### config.mk
export PLATFORM = sky130hd
export DESIGN_NAME = cna_queue
export DESIGN_NICKNAME = d
export VERILOG_FILES = /design/src/rtl/core/cna_pkg.sv /design/src/rtl/core/cna_queue.sv
export SDC_FILE = /design/constraint.sdc
export NUM_CORES = 1
export LEC_CHECK = 0
export BUFFER_PORTS_ARGS = -buffer_cell sky130_fd_sc_hd__buf_2
export CORE_MARGIN = 1.5
export CORE_UTILIZATION = 60
export CTS_CLUSTER_DIAMETER = 80
export DETAILED_ROUTE_END_ITERATION = 16
export PLACE_DENSITY_LB_ADDON = 0.12
export SKIP_LAST_GASP = 1
export SYNTH_ARGS = -nofsm -noshare
export SYNTH_HDL_FRONTEND = slang
export SYNTH_SLANG_ARGS = --single-unit
### constraint.sdc
create_clock -name clk -period 6.3 [get_ports clk]
set_clock_uncertainty 0.15 [all_clocks]
set_input_delay 0.945 -clock clk [delete_from_list [all_inputs] [get_ports clk]]
set_output_delay 0.945 -clock clk [all_outputs]
set_load 0.05 [all_outputs]
### src/rtl/core/cna_pkg.sv
// Shared types and constants of the complex number arithmetic unit.
`default_nettype none

package cna_pkg;

    localparam int WORD_BITS_DEF = 32;
    localparam int FRAC_BITS_DEF = 16;
    localparam int IO_BITS       = 32;
    localparam int MID_DEPTH     = 4;
    localparam int OUT_DEPTH     = 2;

    typedef enum logic [1:0] {
        KIND_ADD = 2'd0,
        KIND_SUB = 2'd1,
        KIND_MUL = 2'd2,
        KIND_DIV = 2'd3
    } kind_t;

    typedef enum logic [1:0] {
        STATUS_OK       = 2'd0,
        STATUS_DIV_ZERO = 2'd1,
        STATUS_OVERFLOW = 2'd2
    } status_t;

    typedef struct packed {
        kind_t                      kind;
        logic signed [IO_BITS-1:0]  a_real;
        logic signed [IO_BITS-1:0]  a_imag;
        logic signed [IO_BITS-1:0]  b_real;
        logic signed [IO_BITS-1:0]  b_imag;
    } in_word_t;

    typedef struct packed {
        logic signed [IO_BITS-1:0]  res_real;
        logic signed [IO_BITS-1:0]  res_imag;
        status_t                    status;
    } out_word_t;

    // Classified operation: operands already sign-extended from the word width.
    typedef struct packed {
        kind_t                      kind;
        logic                       div_zero;
        logic signed [IO_BITS-1:0]  ar;
        logic signed [IO_BITS-1:0]  ai;
        logic signed [IO_BITS-1:0]  br;
        logic signed [IO_BITS-1:0]  bi;
    } op_word_t;

endpackage

`default_nettype wire

### src/rtl/core/cna_queue.sv
// Small first-word-fall-through queue used between the parts of the unit.
`default_nettype none

module cna_queue
    import cna_pkg::*;
#(
    parameter int WIDTH = 8,
    parameter int DEPTH = 4
)
(
    input  wire logic             clk,
    input  wire logic             rst_n,
    input  wire logic             push,
    output logic                  full,
    input  wire logic [WIDTH-1:0] data_in,
    input  wire logic             pop,
    output logic                  empty,
    output logic      [WIDTH-1:0] data_out
);

    localparam int PW = (DEPTH > 1) ? $clog2(DEPTH) : 1;
    localparam int CNTW = $clog2(DEPTH + 1);

    logic [WIDTH-1:0] slot_reg [0:DEPTH-1];
    logic [PW-1:0]    wr_ptr_reg, wr_ptr_next;
    logic [PW-1:0]    rd_ptr_reg, rd_ptr_next;
    logic [CNTW-1:0]  count_reg, count_next;
    logic             do_push, do_pop;

    assign full     = (count_reg == CNTW'(DEPTH));
    assign empty    = (count_reg == '0);
    assign do_push  = push && !full;
    assign do_pop   = pop && !empty;
    assign data_out = slot_reg[rd_ptr_reg];

    always_comb
    begin
        wr_ptr_next = wr_ptr_reg;
        rd_ptr_next = rd_ptr_reg;
        count_next  = count_reg;
        if (do_push)
        begin
            wr_ptr_next = (wr_ptr_reg == PW'(DEPTH - 1)) ? '0 : wr_ptr_reg + 1'b1;
        end
        if (do_pop)
        begin
            rd_ptr_next = (rd_ptr_reg == PW'(DEPTH - 1)) ? '0 : rd_ptr_reg + 1'b1;
        end
        if (do_push && !do_pop)
        begin
            count_next = count_reg + 1'b1;
        end
        else if (do_pop && !do_push)
        begin
            count_next = count_reg - 1'b1;
        end
    end

    always_ff @(posedge clk or negedge rst_n)
    begin
        if (!rst_n)
        begin
            wr_ptr_reg <= '0;
            rd_ptr_reg <= '0;
            count_reg  <= '0;
        end
        else
        begin
            wr_ptr_reg <= wr_ptr_next;
            rd_ptr_reg <= rd_ptr_next;
            count_reg  <= count_next;
        end
    end

    always_ff @(posedge clk)
    begin
        if (do_push)
        begin
            slot_reg[wr_ptr_reg] <= data_in;
        end
    end

endmodule

`default_nettype wire

==> flow_metrics.py <==
metrics = {
    "sta": {
        "slew_viol_final": 0,
        "min_period_over_period_pct": 46.9,
        "fmax_mhz": 338,
        "rsz0062_at_grt": "no",
        "finalHoldViolCount": 0,
        "tns_ps": 0,
        "setup_viol": 0,
        "relSlewSlack_pct": 61.7,
        "finalCriticalPeriod_ps": 2960,
        "worst_pin_slew_ps": 574,
    },
    "power_and_ir_drop": {
        "pwr_density_cell_nw_per_um2": 510,
        "p_total_mw": 0.914,
        "ir_drop_v": 0.000390,
        "leakage_nw": 0.680,
    },
    "die": {
        "fp.dieW_um": 55.0,
        "die_height_um": 55.0,
        "rows": 18,
        "core_area_sq_um": 2520,
        "initial_core_util_pct": 64.2,
        "die_area_sq_um": 3020,
        "io_pins": 22,
    },
    "global_routing": {
        "first_global_vias": 797,
        "grt_usage_pct": 19.7,
        "antenna_found_initial": 0,
        "grt_max_degree": 12,
        "grt_overflow": 0,
        "grt_pass1_wl_mm": 3.74,
    },
    "clocking": {
        "cts_resized": 0,
        "cts_tree": "done",
        "clk_path_buf_depth": 2,
        "cts_buffers": 5,
        "htree_levels": 2,
        "clkTransAtPathRegs_ps": 100,
        "ctsHoldBuffers": 0,
        "clock_latency_ps": 330,
        "cts-root-buf": "clkbuf_4",
        "post-cts-setup-buffers": 0,
        "cts_sinks": 39,
    },
    "final_layout": {
        "largest_reg_flops": 32,
        "mostFrequentLayoutCells": "edfxtp_1 (32), buf_2 (21), mux4_2 (8)",
        "fillerInstances": 171,
        "syn2layout_area_growth_pct": 10.6,
        "regArea_sq_um": 1140,
        "n_antenna_cell": 0,
        "drive_gt1_share_pct": 43.8,
        "nets": 123,
        "post-route-util_pct": 71.0,
        "mostFrequentLayoutCell": "edfxtp_1",
        "multi_input_area_sq_um": 453,
        "fin_cells": 135,
    },
    "routing": {
        "final_antenna_net_count": 0,
        "first_iter_violations": 8,
        "drt_first_pass_iters": 5,
        "vias": 769,
        "routed_via_density": 5.70,
        "drcViolationCount": 0,
        "finalWirelength_mm": 2.39,
        "wl_per_cell_um": 17.7,
    },
    "setup_path": {
        "critPathCaptureType": "output port",
        "crit_path_start_kind": "register",
        "critPathArrivalTime_ps": 1860,
        "r2r_start": "count_reg[0]",
        "crit_path_start": "rd_ptr_reg[0]",
        "cp_max_fo": 11,
        "setup.worst_path.class": "register to output port",
        "crit_required_ps": 5200,
    },
    "outcome": {
        "outcome": "finished clean",
    },
    "job": {
        "max_cap_viol_count": 0,
    },
    "logic_synthesis": {
        "yosysWarnings": 0,
        "synth_edf_count": 32,
        "synth.avg_cell_area_sq_um": 20.5,
        "synth_area_sq_um": 1620,
        "async_flop_share_pct": 17.9,
        "synthFlopType": "edfxtp_1",
        "postSynthCellCount": 79,
        "synthDistinctLibCells": 19,
        "syn_nets": 98,
        "yosysSeqAreaShare_pct": 70.1,
        "ys_seq_elements": 39,
    },
    "min_path": {
        "hp-class": "input pin to asynchronous set/reset pin",
    },
    "placed_design": {
        "globalplace.congestion": 0.633,
        "io_buffers": 21,
        "place_inst": 127,
    },
}
path summary, 6_finish.rpt:
path	slack, ps	cells past startpoint	end
hold reg to reg	370	1	count_reg[2]
hold / removal	280	1	count_reg[1]
setup reg to reg	4100	8	count_reg[2]
max in group asynchronous	5570	1	count_reg[0]
setup / recovery	3340	2	data_out[6]
min in group clk	370	1	count_reg[2]
critical path, stage by stage (launching register included):
cell and delay [ps]:
dfrtp_1 720, mux4_2 590, buf_2 230
cells in the mapped netlist (2+ instances only):
master    count  share of area (%)
ha_1          6                4.6
mux2_2        3                2.1
and2_2        4                1.9
nor2_1        3               0.69
edfxtp_1     32                 59
dfrtp_1       7                 11
xor2_1        2                1.1
mux2_4        2                1.9
inv_1         3               0.69
mux4_2        8                 11
cell type report:
cell class                 instances  share of cell area [%]
timing repair buffer              21                    5.87
multi-input combinational         34                    25.3
clock buffer                       8                    2.72
inverter                           3                   0.628
sequential                        39                    63.4
tap                               30                    2.09
metrics by stage:
| step | worst slack [ps] | hold WS (ps) | instance area, sq um |
|---|---|---|---|
| final | 3340 | 277 | 1790 |
| after global routing | 3210 | 268 | 1790 |
| after CTS | 3300 | 272 | 1790 |
| after detailed placement | 3650 | 352 | 1740 |
| after global placement | 3690 | 336 | 1740 |
| after floorplan | 3160 | 314 | 1620 |
cells by family (layout without fill, tap and decap cells):
family                     count (synthesis)  in the layout  synth area share [%]
xor gates and xnor gates                   3              3                  1.62
DFF                                       39             39                  70.1
adders and majority gates                  7              7                  5.87
buffers and inverters                      6             32                  1.93
and+or+nand+nor                           11             11                  5.41
muxes                                     13             13                  15.1
layer usage:
layer | vias to the layer above | track usage, % | share of wire [%]
li1 | 358 | - | -
met1 | 383 | 22.0 | 38
met2 | 21 | 33.7 | 56
met3 | 7 | 5.65 | 4.6
met4 | 0 | 11.4 | 1.8
met5 | - | 0 | 0
power by group:
| group | internal (mW) | switching (mW) | leakage, nW |
|---|---|---|---|
| Clock | 0.0445 | 0.0720 | 0.0265 |
| Combinational | 0.151 | 0.235 | 0.278 |
| Sequential | 0.349 | 0.0625 | 0.375 |
| Total | 0.545 | 0.370 | 0.680 |
Note: power is estimated with default switching activity, not from simulation.
