## src/rtl/core/cna_pkg.sv

```systemverilog
// Shared types and constants of the complex number arithmetic unit.
`default_nettype none

package cna_pkg;

    localparam int WORD_BITS_DEF = 32;
    localparam int FRAC_BITS_DEF = 16;
    localparam int IO_BITS       = 32;
    localparam int MID_DEPTH     = 4;
    localparam int OUT_DEPTH     = 2;

    typedef enum logic [1:0] {
        KIND_ADD = 2'd0,
        KIND_SUB = 2'd1,
        KIND_MUL = 2'd2,
        KIND_DIV = 2'd3
    } kind_t;

    typedef enum logic [1:0] {
        STATUS_OK       = 2'd0,
        STATUS_DIV_ZERO = 2'd1,
        STATUS_OVERFLOW = 2'd2
    } status_t;

    typedef struct packed {
        kind_t                      kind;
        logic signed [IO_BITS-1:0]  a_real;
        logic signed [IO_BITS-1:0]  a_imag;
        logic signed [IO_BITS-1:0]  b_real;
        logic signed [IO_BITS-1:0]  b_imag;
    } in_word_t;

    typedef struct packed {
        logic signed [IO_BITS-1:0]  res_real;
        logic signed [IO_BITS-1:0]  res_imag;
        status_t                    status;
    } out_word_t;

    // Classified operation: operands already sign-extended from the word width.
    typedef struct packed {
        kind_t                      kind;
        logic                       div_zero;
        logic signed [IO_BITS-1:0]  ar;
        logic signed [IO_BITS-1:0]  ai;
        logic signed [IO_BITS-1:0]  br;
        logic signed [IO_BITS-1:0]  bi;
    } op_word_t;

endpackage

`default_nettype wire

```

## src/rtl/core/cna_front.sv

```systemverilog
// Front part: accepts input words, narrows the operands and flags division by zero.
`default_nettype none

module cna_front
    import cna_pkg::*;
#(
    parameter int WORD_BITS = WORD_BITS_DEF
)
(
    input  wire logic     clk,
    input  wire logic     rst_n,
    input  wire in_word_t in_word,
    input  wire logic     push,
    output logic          full,
    output op_word_t      op_word,
    output logic          op_push,
    input  wire logic     op_full
);

    logic     valid_reg;
    op_word_t word_reg, word_next;

    function automatic logic signed [IO_BITS-1:0] narrow(input logic [IO_BITS-1:0] x);
        logic signed [WORD_BITS-1:0] t;
        t = x[WORD_BITS-1:0];
        return IO_BITS'(t);
    endfunction

    always_comb
    begin
        word_next.kind     = in_word.kind;
        word_next.ar       = narrow(in_word.a_real);
        word_next.ai       = narrow(in_word.a_imag);
        word_next.br       = narrow(in_word.b_real);
        word_next.bi       = narrow(in_word.b_imag);
        word_next.div_zero = (in_word.kind == KIND_DIV)
                             && (in_word.b_real[WORD_BITS-1:0] == '0)
                             && (in_word.b_imag[WORD_BITS-1:0] == '0);
    end

    assign full    = valid_reg && op_full;
    assign op_push = valid_reg;
    assign op_word = word_reg;

    always_ff @(posedge clk or negedge rst_n)
    begin
        if (!rst_n)
        begin
            valid_reg <= 1'b0;
        end
        else if (!full)
        begin
            valid_reg <= push;
        end
    end

    always_ff @(posedge clk)
    begin
        if (!full)
        begin
            word_reg <= word_next;
        end
    end

endmodule

`default_nettype wire

```

## config.mk

```make
export PLATFORM = sky130hd
export DESIGN_NAME = cna_front
export DESIGN_NICKNAME = d
export VERILOG_FILES = /design/src/rtl/core/cna_pkg.sv /design/src/rtl/core/cna_front.sv
export SDC_FILE = /design/constraint.sdc
export NUM_CORES = 1
export LEC_CHECK = 0
export ABC_AREA = 1
export BUFFER_PORTS_ARGS = -buffer_cell sky130_fd_sc_hd__buf_2
export CORE_MARGIN = 4
export CORE_UTILIZATION = 45
export CTS_CLUSTER_DIAMETER = 100
export CTS_CLUSTER_SIZE = 40
export DETAILED_ROUTE_END_ITERATION = 12
export PLACE_DENSITY = 0.82
export SETUP_SLACK_MARGIN = 0.02
export SYNTH_ARGS = -nofsm -noshare
export SYNTH_HDL_FRONTEND = slang
export SYNTH_SLANG_ARGS = --single-unit
```

## constraint.sdc

```tcl
create_clock -name clk -period 7.1 [get_ports clk]
set_input_delay 0.71 -clock clk [delete_from_list [all_inputs] [get_ports clk]]
set_output_delay 0.71 -clock clk [all_outputs]
set_load 0.005 [all_outputs]
```

==> metrics.yaml <==
outcome:
  outcome: "completed"
min_path:
  hold-path-cell-count: 1
  hp-class: "in2reg"
  worst_hold_startpoint: "in_word[96]"
  holdPathEnd: "op_word[96]$_DFFE_PN_"
final_layout:
  finalNetCount: 616
  num_antenna_cells: 0
  layout-drive-gt1-share_pct: 60.7
  final_cell_mix: "sky130_fd_sc_hd__buf_2 (266), sky130_fd_sc_hd__edfxtp_1 (131), sky130_fd_sc_hd__nor2_1 (39), sky130_fd_sc_hd__nand2_1 (17), sky130_fd_sc_hd__clkbuf_16 (16)"
  final_util_pct: 68.5
  commonest_non_fill_non_tap_cell_in_the_layout: "sky130_fd_sc_hd__buf_2"
  areaGrowthSynthToFinish_pct: 49.0
  fillerInstances: 626
grt:
  grt_overflow: 0
  antenna_found_initial: 0
  largest_net_degree_at_the_start_of_global_routing: 77
  grt_use_total_pct: 18.3
  global_route_wire_length_before_repair_um: 15200
  grt_pass1_vias: 2913
worst_setup_path:
  r2r-start: "op_push$_DFFE_PN0N_"
  reg2reg_to: "op_word[83]$_DFFE_PN_"
  crit_path_cell_trace: "nand2_4 > inv_1 > buf_2"
  family_with_the_most_delay_on_the_worst_path: "simple AND/OR/NAND/NOR gates"
  crit_path_max_fanout: 57
  cp_num_buf_inv: 2
  timing.critical_path.slowest_cell_delay_ps: 540
  critical_path.endpoint_type: "primary output"
  critical_path_cell_count: 3
  critical_path_required_time_ps: 6390
  path_class: "reg2out"
  cp_max_stage_cell: "sky130_fd_sc_hd__nand2_4"
  start_kind: "register"
  ff2ff_path_depth: 2
  timing.critical_path.arrival_ps: 1710
  worst-r2r-setup-slack_ps: 4850
cts:
  clkLatencyLatePin_ps: 480
  post-cts-setup-buffers: 0
  cts_tree: "done"
  htree_levels: 4
  clock_root_cell: "sky130_fd_sc_hd__clkbuf_8"
  cts.clk_slew.worst_paths_ps: 60
  cts_inserted_buffers: 17
  clock_sinks: 132
  clk_path_buf_depth: 2
synthesis:
  number_of_warnings_reported_in_the_yosys_synthesis_log: 0
  synth_top_area_cell: "sky130_fd_sc_hd__edfxtp_1"
  synth_fp_nets: 329
  syn-mean-instance-area_um2: 21.6
  synth_area_leaders: "sky130_fd_sc_hd__edfxtp_1 (94%), sky130_fd_sc_hd__nor2_1 (3.5%), sky130_fd_sc_hd__nand2_1 (1.6%), sky130_fd_sc_hd__dfrtp_1 (0.59%), sky130_fd_sc_hd__nand4_1 (0.30%)"
  synth_cells: 195
  synth_top_area_share_pct: 93.5
  ys_seq_elements: 132
  syn_area_um2: 4210
  unique_cell_type_count_in_the_yosys_netlist: 9
  seq_area_frac_synth_pct: 94.1
drt:
  post_drt_via_cell_ratio: 4.59
  drt_pass1_iterations: 4
  detail_route.wl_per_cell_um: 16.8
  routed-via-count: 2779
  drtIter0Drc: 150
  finalWirelength_um: 10200
  drc: 0
  ant_nets: 0
power:
  power.leakage_uw: 0.00276
  power_uw: 1890
  ir_drop_uv: 192
  power.density_cell_area_nw_per_um2: 301
floorplanning:
  initial_utilization_pct: 46.0
  io_pins: 267
  floorplan.die_area_um2: 11000
  placement_rows: 35
  placeableCoreArea_um2: 9150
  chipHeight_um: 105
  width_of_the_die_um: 105
sta:
  worst_slew_pin_slew_ps: 919
  grt_setup_unrepaired: "false"
  final.setup.worst_slack_ps: 4680
  period_share_pct: 34.2
  timing_hold_violations_final: 0
  max_freq_mhz: 412
  timing.max_slew.rel_slack_pct: 38.8
  timing.final.crit_period_ps: 2420
  timing.setup.tns_ps: 0
  finClkSkew_ps: 6.06
  setup-violations-final: 0
  drv_slew: 0
placement:
  gp_congestion: 0.771
  buffers_on_ports: 266
  post-dp-hpwl_um: 7910
  place_ws_ps: 4440
run:
  max_cap_viol_count: 0
## cells by family (layout without fill, tap and decap cells)
family | Yosys count | after routing | synth area share [%]
buffers and inverters | 1 | 300 | 0.0891
flip-flops | 132 | 132 | 94.1
AND/OR/NAND/NOR | 62 | 62 | 5.80
## cell type report
type	instances	area, um2	area share (%)
Tap cell	111	139	2.22
Timing Repair Buffer	268	1350	21.5
Clock inverter	14	153	2.44
Clock buffer	17	414	6.61
Multi-Input combinational cell	62	251	4.01
Inverter	1	3.75	0.0599
Sequential cell	132	3960	63.2
## where the power goes
group / switching [uW] / internal, uW / leakage, uW
registers: 13.0 / 923 / 0.00133
logic: 67.5 / 62.8 / 0.00115
clock network: 318 / 502 / 0.000281
total: 398 / 1490 / 0.00276
## state kept, by name, summed over array words and instances (netlist names)
name     cells
op_push      1
op_word    131
## what timing repair did
item                                   4_1_cts  5_1_grt
resized for setup                            0        0
endpoints found under the hold margin        1        0
hold buffers                                 1        0
## per-stage QoR
step	instance area (um2)	hold slack, ps	std cells
after floorplan	4210	414	195
after global placement	5690	485	573
after detailed placement	5690	489	573
after CTS	6270	367	605
after global routing	6270	361	605
final	6270	396	605
## routing by layer
| metal | vias up | GRT usage [%] | part of all wire, % |
|---|---|---|---|
| met2 | 174 | 33.2 | 54 |
| li1 | 1318 | - | - |
| met1 | 1277 | 18.8 | 35 |
| met5 | - | 0 | 0 |
| met3 | 10 | 7.41 | 10 |
| met4 | 0 | 7.31 | 1.5 |
## worst reg2reg max path: stages (launching register included)
cell and delay (ps):
sky130_fd_sc_hd__dfrtp_1 410, sky130_fd_sc_hd__nand2_4 540, sky130_fd_sc_hd__buf_4 870
## synth_stat cells (all sizes together)
| master | count |
|---|---|
| dfrtp | 1 |
| nand4 | 2 |
| nor2 | 40 |
| nand2 | 18 |
| edfxtp | 131 |
| inv | 1 |
| or2 | 1 |
| nor3 | 1 |
## worst max path at each step
| stage | from | to | slack (ps) |
|---|---|---|---|
| 4_1_cts | op_push$_DFFE_PN0N_ | full | 4640 |
| 3_5_place_dp | op_full | op_word[40]$_DFFE_PN_ | 4440 |
| 6_report | op_push$_DFFE_PN0N_ | full | 4680 |
| 2_1_floorplan | op_full | full | 2640 |
| 3_3_place_gp | op_full | op_word[37]$_DFFE_PN_ | 4530 |
| 5_1_grt | op_push$_DFFE_PN0N_ | full | 4510 |
Power figures use the tool's default switching activity.
